$ cat config.mk
export PLATFORM = sky130hd
export DESIGN_NAME = acctilt_isqrt
export DESIGN_NICKNAME = d
export VERILOG_FILES = /design/src/rtl/core/acctilt_isqrt.sv
export SDC_FILE = /design/constraint.sdc
export NUM_CORES = 1
export LEC_CHECK = 0
export BUFFER_PORTS_ARGS = -buffer_cell sky130_fd_sc_hd__buf_2
export CAP_MARGIN = 30
export CORE_MARGIN = 2
export CORE_UTILIZATION = 45
export DETAILED_ROUTE_END_ITERATION = 16
export GPL_TIMING_DRIVEN = 0
export SYNTH_ARGS = -nofsm -noshare
export SYNTH_HDL_FRONTEND = slang
export SYNTH_SLANG_ARGS = --single-unit
$ cat constraint.sdc
create_clock -name clk -period 4.18 [get_ports clk]
set_clock_uncertainty 0.2 [all_clocks]
set_input_delay 0.627 -clock clk [delete_from_list [all_inputs] [get_ports clk]]
set_output_delay 0.627 -clock clk [all_outputs]
set_load 0.01 [all_outputs]
$ cat src/rtl/core/acctilt_isqrt.sv
`timescale 1ns / 1ps
// Pipelined floor square root: one result bit per stage, each stage registered.
module acctilt_isqrt #(
  parameter int InBits = 32,
  parameter int SideBits = 1
) (
  input  logic                  clk,
  input  logic                  rst,
  input  logic                  en,
  input  logic                  in_valid,
  input  logic [InBits-1:0]     in_rad,
  input  logic [SideBits-1:0]   in_side,
  output logic                  out_valid,
  output logic [InBits/2-1:0]   out_root,
  output logic [SideBits-1:0]   out_side
);
  localparam int RBits = InBits / 2;

  logic [RBits:0]       vld;
  logic [InBits-1:0]    rem [RBits+1];
  logic [RBits-1:0]     root [RBits+1];
  logic [SideBits-1:0]  side [RBits+1];

  assign vld[0]  = in_valid;
  assign rem[0]  = in_rad;
  assign root[0] = '0;
  assign side[0] = in_side;

  for (genvar k = 0; k < RBits; k++) begin : g_st
    localparam int Sh = 2 * (RBits - 1 - k);
    logic [InBits+1:0] trial;
    logic [InBits+1:0] cur;
    logic              take;
    // trial subtract of (4r+1) at this bit pair
    assign trial = {({2'b0, root[k]} << 2) | (InBits+2)'(1)} << Sh;
    assign cur   = {2'b0, rem[k]};
    assign take  = cur >= trial;
    always_ff @(posedge clk) begin
      if (rst) begin
        vld[k+1] <= 1'b0;
      end else if (en) begin
        vld[k+1] <= vld[k];
      end
    end
    always_ff @(posedge clk) begin
      if (en) begin
        rem[k+1]  <= take ? InBits'(cur - trial) : rem[k];
        root[k+1] <= {root[k][RBits-2:0], take};
        side[k+1] <= side[k];
      end
    end
  end

  assign out_valid = vld[RBits];
  assign out_root  = root[RBits];
  assign out_side  = side[RBits];
endmodule

==> results of run 1 <==
-- per-stage QoR --
| step | cells | instance area (um^2) | setup TNS [ns] | power, mW | setup slack, ns |
|---|---|---|---|---|---|
| after global routing | 3428 | 34300 | 0 | 18.2 | 0.0546 |
| after global placement | 3264 | 31600 | -4532.85 | 11.5 | -7.57 |
| after floorplan | 2338 | 30300 | 0 | 10.7 | 1.16 |
| after CTS | 3428 | 34300 | 0 | 17.5 | 0.145 |
| after detailed placement | 3271 | 31800 | -0.191 | 11.5 | -0.148 |
| final | 3428 | 34300 | 0 | 17.3 | 0.266 |
-- sequential cells by signal (all words and copies together) (netlist names) --
register and flops:
g_st.cur 480, out_side 1, vld 15, out_valid 1
out_root 16, side 15, g_st.trial 120
-- worst max-delay path, cell delays in order (launching register included) --
cell	delay, ns
sky130_fd_sc_hd__edfxtp_1	0.36
sky130_fd_sc_hd__inv_1	0.05
sky130_fd_sc_hd__ha_1	0.26
sky130_fd_sc_hd__clkbuf_1	0.37
sky130_fd_sc_hd__nand2_1	0.13
sky130_fd_sc_hd__nor4_2	0.54
sky130_fd_sc_hd__a2111o_1	0.26
sky130_fd_sc_hd__and3b_1	0.29
sky130_fd_sc_hd__inv_2	0.18
sky130_fd_sc_hd__clkbuf_1	0.47
sky130_fd_sc_hd__o311ai_1	0.31
sky130_fd_sc_hd__xnor2_1	0.19
-- per-layer routing --
| layer | GRT usage [%] | vias up |
|---|---|---|
| met5 | 0 | - |
| met4 | 8.46 | 0 |
| met3 | 2.86 | 137 |
| met2 | 33.2 | 374 |
| met1 | 16.4 | 8754 |
| li1 | - | 9096 |
-- cell usage after synthesis, types with 27 or more instances --
| library cell | number | area [um^2] |
|---|---|---|
| sky130_fd_sc_hd__or3_1 | 30 | 188 |
| sky130_fd_sc_hd__nand4_1 | 28 | 175 |
| sky130_fd_sc_hd__nor4_1 | 74 | 463 |
| sky130_fd_sc_hd__nor2_1 | 145 | 544 |
| sky130_fd_sc_hd__a21o_1 | 27 | 203 |
| sky130_fd_sc_hd__xor2_1 | 105 | 920 |
| sky130_fd_sc_hd__o21a_1 | 27 | 203 |
| sky130_fd_sc_hd__ha_1 | 150 | 1880 |
| sky130_fd_sc_hd__edfxtp_1 | 632 | 19000 |
| sky130_fd_sc_hd__inv_1 | 177 | 664 |
| sky130_fd_sc_hd__nor3_1 | 71 | 355 |
| sky130_fd_sc_hd__xnor2_1 | 93 | 815 |
| sky130_fd_sc_hd__a21oi_1 | 132 | 661 |
| sky130_fd_sc_hd__nand3_1 | 31 | 155 |
| sky130_fd_sc_hd__o21ai_0 | 110 | 551 |
| sky130_fd_sc_hd__nand2_1 | 143 | 537 |
-- repair_timing --
action                                 4_1_cts  5_1_grt
endpoints found under the hold margin       31        0
buffers inserted                             0        0
hold buffers                                31        0
resized for setup                            1        0
setup endpoints to repair                    2        0
-- power by group --
group,leakage [nW],internal (mW),switching (mW)
clock network,1.08,3.36,2.53
logic,5.58,1.20,1.59
registers,6.18,8.15,0.508
total,12.8,12.7,4.63
-- kinds of logic (layout without fill, tap and decap cells) --
group	count (synthesis)	in the layout	share of synthesized area [%]
adder cells (fa/ha/maj)	150	150	6.20
AND/OR/NAND/NOR	675	675	11.8
buffers and inverters	219	436	2.77
flip-flops	648	648	63.8
XOR/XNOR	198	198	5.73
AO/OA/AOI/OAI	411	411	8.47
multiplexers	37	37	1.28
-- layout make-up --
cell class | instances | area share (%)
flip-flops and latches | 648 | 56.2
multi-input cells | 1471 | 29.5
clock inverters | 36 | 1.07
clock buffers | 90 | 5.48
inverters | 178 | 1.95
well taps | 873 | 3.18
repair buffers | 91 | 2.06
plain buffers | 41 | 0.499
-- how the worst max path moves through the flow --
stage,startpoint,endpoint,cells after the start,slack (ns)
5_1_grt,g_st[12].cur[13],g_st[13].cur[27],10,0.05
6_report,g_st[12].trial[13],g_st[13].cur[27],11,0.27
3_3_place_gp,en,vld[10],5,-7.57
3_5_place_dp,g_st[12].cur[8],g_st[13].cur[27],9,-0.15
4_1_cts,g_st[12].trial[13],g_st[13].cur[27],11,0.15
2_1_floorplan,g_st[10].cur[12],g_st[11].cur[14],8,1.16
==> insert_results.sql, run 1 <==
INSERT INTO impl_metrics (metric_group, metric, value, unit) VALUES
('global_route', 'number_of_antenna_violations_at_the_first_check_in_global_routing', '0', ''),
('route', 'route.top_layer_used', 'met4', ''),
('floorplan', 'initial_utilization', '45.2', '%'),
('route', 'drt_first_pass_iters', '10', ''),
('clocking', 'clk_latency', '0.63', 'ns'),
('critical_path', 'critical_path.startpoint_type', 'flip-flop', ''),
('final_layout', 'ff_latch_area', '19300', 'um^2'),
('route', 'vias_per_cell', '5.36', ''),
('critical_path', 'reg2reg_slack', '0.27', 'ns'),
('route', 'wl_met2', '32100', 'um'),
('floorplan', 'placeableCoreArea', '66900', 'um^2'),
('yosys', 'synthFlopType', 'sky130_fd_sc_hd__edfxtp_1', ''),
('floorplan', 'die_h', '263', 'um'),
('yosys', 'post_synth_instance_area', '30300', 'um^2'),
('min_path', 'holdCritPathClass', 'in2reg', ''),
('clocking', 'htree_levels', '3', ''),
('floorplan', 'chipWidth', '263', 'um'),
('place', 'gpl_congestion', '0.933', ''),
('final_layout', 'areaGrowthSynthToFinish', '13.4', '%'),
('route', 'final_routed_wirelength', '57900', 'um'),
('timing', 'period_minus_slack', '3.91', 'ns'),
('power', 'max-vdd-ir-drop', '0.341', 'mV'),
('place', 'io_buffer_count', '53', ''),
('critical_path', 'worstReg2RegStart', 'g_st[12].trial[13]', ''),
('yosys', 'postSynth.asyncResetShare', '0', '%'),
('final_layout', 'drive_above_1_share', '8.02', '%'),
('final_layout', 'postLayoutCoreUtil', '51.3', '%'),
('global_route', 'grt.total_usage', '16.7', '%'),
('place', 'hpwlAfterDp', '41800', 'um'),
('timing', 'relSlewSlack', '30.9', '%'),
('yosys', 'synth.ff_latch_count', '648', ''),
('yosys', 'synthCells', '2338', ''),
('timing', 'finalSetupViolCount', '0', ''),
('timing', 'grt_setup_unrepaired', 'no', ''),
('yosys', 'postSynthNetCount', '2525', ''),
('critical_path', 'timing.critical_path.required', '4.31', 'ns'),
('timing', 'report.final.hold_viol_count', '0', ''),
('yosys', 'synth_edf_count', '632', ''),
('yosys', 'postSynthAreaPerCell', '12.9', 'um^2'),
('route', 'met3_wirelength', '1930', 'um'),
('floorplan', 'io_pins', '55', ''),
('clocking', 'inserted_clock_buffers', '71', ''),
('final_layout', 'most-common-layout-cells', 'sky130_fd_sc_hd__edfxtp_1, sky130_fd_sc_hd__inv_1, sky130_fd_sc_hd__ha_1', ''),
('route', 'drt-met1-wl', '21400', 'um'),
('power', 'power_density', '505', 'nW/um^2'),
('clocking', 'clk_root_buffer_cell', 'sky130_fd_sc_hd__clkbuf_16', ''),
('critical_path', 'timing.critical_path.arrival', '4.05', 'ns'),
('final_layout', 'num_antenna_cells', '0', ''),
('final_layout', 'final_common_cell', 'sky130_fd_sc_hd__edfxtp_1', ''),
('final_layout', 'design.final.nets', '2689', ''),
('timing', 'layout_worst_path_cycle_share', '93.6', '%'),
('yosys', 'yosysSeqAreaShare', '63.8', '%'),
('route', 'detailroute.via_count', '18400', ''),
('yosys', 'synth.distinct_cells', '77', ''),
('timing', 'tightestPinTransition', '1.02', 'ns'),
('yosys', 'synth.yosys.warnings', '0', ''),
('global_route', 'globalRoute.totalOverflow', '0', ''),
('floorplan', 'floorplan.rows', '95', ''),
('outcome', 'outcome', 'finished, final reports clean', ''),
('global_route', 'first_pass_grt_wire_length', '93300', 'um'),
('critical_path', 'worst-setup-path-type', 'reg2reg', ''),
('critical_path', 'endpoint_of_the_lowest_slack_register_to_register_path', 'g_st[13].cur[27]', ''),
('clocking', 'tritoncts', 'done', ''),
('min_path', 'timing.hold.worst_endpoint', 'vld[1]', ''),
('clocking', 'cts.clk_slew.worst_paths', '0.05', 'ns'),
('global_route', 'grt_max_degree', '141', ''),
('floorplan', 'die_area', '69300', 'um^2'),
('timing', 'holdWs', '0.0942', 'ns'),
('global_route', 'first_global_vias', '19000', ''),
('clocking', 'clockBufferDepth', '3', ''),
('clocking', 'clkSinkCount', '648', '');
(Power assumes the default switching activity.)
==> run 2, diff against run 1 <==
==> constraint.sdc (replaced) <==
create_clock -name clk -period 4.18 [get_ports clk]
set_clock_uncertainty 0.2 [all_clocks]
set_input_delay 0.209 -clock clk [delete_from_list [all_inputs] [get_ports clk]]
set_output_delay 0.209 -clock clk [all_outputs]
set_load 0.01 [all_outputs]
==> insert_results.sql, run 2 (same netlist as run 1, synthesis figures left out) <==
INSERT INTO impl_metrics (metric_group, metric, value, unit) VALUES
('floorplan', 'floorplan.rows', '95', ''),
('critical_path', 'timing.critical_path.required', '4.31', 'ns'),
('timing', 'grt_setup_unrepaired', 'no', ''),
('final_layout', 'num_antenna_cells', '0', ''),
('global_route', 'first_pass_grt_wire_length', '93300', 'um'),
('route', 'vias_per_cell', '5.37', ''),
('timing', 'timing.final.ws_setup', '0.263', 'ns'),
('floorplan', 'placeableCoreArea', '66900', 'um^2'),
('global_route', 'first_global_vias', '19000', ''),
('place', 'io_buffer_count', '53', ''),
('clocking', 'cts.clk_slew.worst_paths', '0.05', 'ns'),
('timing', 'finalSetupViolCount', '0', ''),
('critical_path', 'timing.critical_path.arrival', '4.05', 'ns'),
('global_route', 'number_of_antenna_violations_at_the_first_check_in_global_routing', '0', ''),
('route', 'drt_first_pass_iters', '7', ''),
('route', 'detail-route-antenna-nets', '0', ''),
('outcome', 'outcome', 'finished, final reports clean', ''),
('floorplan', 'die_area', '69300', 'um^2'),
('global_route', 'globalRoute.totalOverflow', '0', ''),
('clocking', 'htree_levels', '3', ''),
('final_layout', 'final_common_cell', 'sky130_fd_sc_hd__edfxtp_1', ''),
('timing', 'timing.fmax', '0.255', 'GHz'),
('clocking', 'clockBufferDepth', '3', ''),
('clocking', 'clkSinkCount', '648', ''),
('clocking', 'clk_root_buffer_cell', 'sky130_fd_sc_hd__clkbuf_16', ''),
('power', 'power_density', '504', 'nW/um^2'),
('floorplan', 'initial_utilization', '45.2', '%'),
('timing', 'layout_worst_path_cycle_share', '93.7', '%'),
('route', 'final_routed_wirelength', '58000', 'um'),
('critical_path', 'worst-setup-path-type', 'reg2reg', ''),
('final_layout', 'most-common-layout-cells', 'sky130_fd_sc_hd__edfxtp_1, sky130_fd_sc_hd__inv_1, sky130_fd_sc_hd__ha_1', ''),
('run', 'max-cap-violations', '0', ''),
('route', 'detailroute.via_count', '18400', ''),
('place', 'dp_slack', '-0.148', 'ns'),
('timing', 'period_minus_slack', '3.92', 'ns'),
('global_route', 'grt.total_usage', '16.7', '%'),
('critical_path', 'cp_max_fo', '10', ''),
('clocking', 'inserted_clock_buffers', '71', ''),
('floorplan', 'die_h', '263', 'um'),
('final_layout', 'largest_reg_flops', '480', ''),
('timing', 'timing_max_transition_violations_final', '0', ''),
('place', 'hpwlAfterDp', '41800', 'um'),
('power', 'cellLeakagePower', '12.9', 'nW'),
('route', 'routed_wire_length_per_instance', '16.9', 'um'),
('floorplan', 'chipWidth', '263', 'um'),
('final_layout', 'design.final.nets', '2695', ''),
('route', 'drc', '0', ''),
('timing', 'relSlewSlack', '31.1', '%'),
('timing', 'report.final.hold_viol_count', '0', ''),
('power', 'max-vdd-ir-drop', '0.341', 'mV'),
('critical_path', 'cp-end-kind', 'flip-flop', ''),
('final_layout', 'drive_above_1_share', '8.00', '%'),
('timing', 'tns', '0', 'ns'),
('final_layout', 'areaGrowthSynthToFinish', '13.6', '%'),
('global_route', 'grt_max_degree', '141', ''),
('floorplan', 'io_pins', '55', ''),
('place', 'gpl_congestion', '0.933', ''),
('critical_path', 'critical_path.startpoint_type', 'flip-flop', ''),
('clocking', 'tritoncts', 'done', ''),
('timing', 'holdWs', '0.0272', 'ns'),
('min_path', 'holdCritPathClass', 'in2reg', ''),
('clocking', 'clk_latency', '0.63', 'ns'),
('timing', 'tightestPinTransition', '1.02', 'ns'),
('route', 'drt-initial-drc-count', '1138', '');
## run 2: cell count changes in the layout (fill, tap and decap cells not counted)
cell,delta
sky130_fd_sc_hd__dlygate4sd3_1,+6
## run 2: per-stage QoR
stage | utilization (%) | instances | instance area (um^2) | total power, mW
final | 51.4 | 3434 | 34400 | 17.3
after global routing | 51.4 | 3434 | 34400 | 18.2
after CTS | 51.4 | 3434 | 34400 | 17.5
after detailed placement | 47.5 | 3271 | 31800 | 11.5
after global placement | 47.3 | 3264 | 31600 | 11.5
after floorplan | - | 2338 | 30300 | 10.7
## run 2: path summary, 6_finish.rpt
kind,startpoint,endpoint,slack (ns),cells past startpoint
setup reg to reg,g_st[12].cur[13],g_st[13].cur[27],0.26,10
hold / removal,en,g_st[7].cur[19],0.03,1
hold reg to reg,side[7],side[6],0.21,0
setup / recovery,g_st[12].cur[13],g_st[13].cur[27],0.26,10
## run 2: timing repair
item,CTS,global route
buffers inserted,0,0
gates resized for setup,1,0
endpoints found under the hold margin,50,0
hold buffers,37,0
endpoints found under the setup margin,2,0
## run 2: routing by layer
| metal | track usage (%) | up-vias | routed length (um) |
|---|---|---|---|
| met5 | 0 | - | 0 |
| met4 | 8.46 | 0 | 2520 |
| met3 | 2.86 | 143 | 2020 |
| met2 | 33.2 | 387 | 32100 |
| met1 | 16.4 | 8808 | 21400 |
| li1 | - | 9106 | - |
## run 2: critical path, stage by stage (launching register included)
cell                       delay (ns)
sky130_fd_sc_hd__edfxtp_1        0.39
sky130_fd_sc_hd__ha_1            0.28
sky130_fd_sc_hd__clkbuf_1        0.36
sky130_fd_sc_hd__nand2_1         0.13
sky130_fd_sc_hd__nor4_2          0.54
sky130_fd_sc_hd__a2111o_1        0.26
sky130_fd_sc_hd__and3b_1         0.28
sky130_fd_sc_hd__inv_2           0.18
sky130_fd_sc_hd__clkbuf_1        0.48
sky130_fd_sc_hd__o311ai_1        0.32
sky130_fd_sc_hd__xnor2_1         0.19
## run 2: power breakdown
| group | internal, mW | total [mW] | switching (mW) |
|---|---|---|---|
| combinational | 1.21 | 2.79 | 1.59 |
| sequential | 8.15 | 8.65 | 0.509 |
| clock | 3.36 | 5.89 | 2.53 |
| total | 12.7 | 17.3 | 4.63 |
## run 2: cell type report
| type | instances | area (um^2) |
|---|---|---|
| tap | 873 | 1090 |
| multi-input combinational | 1471 | 10100 |
| buffer | 41 | 171 |
| fill | 5579 | 32500 |
| timing repair buffer | 97 | 768 |
| clock buffer | 90 | 1880 |
| inverter | 178 | 668 |
| clock inverter | 36 | 367 |
| sequential | 648 | 19300 |
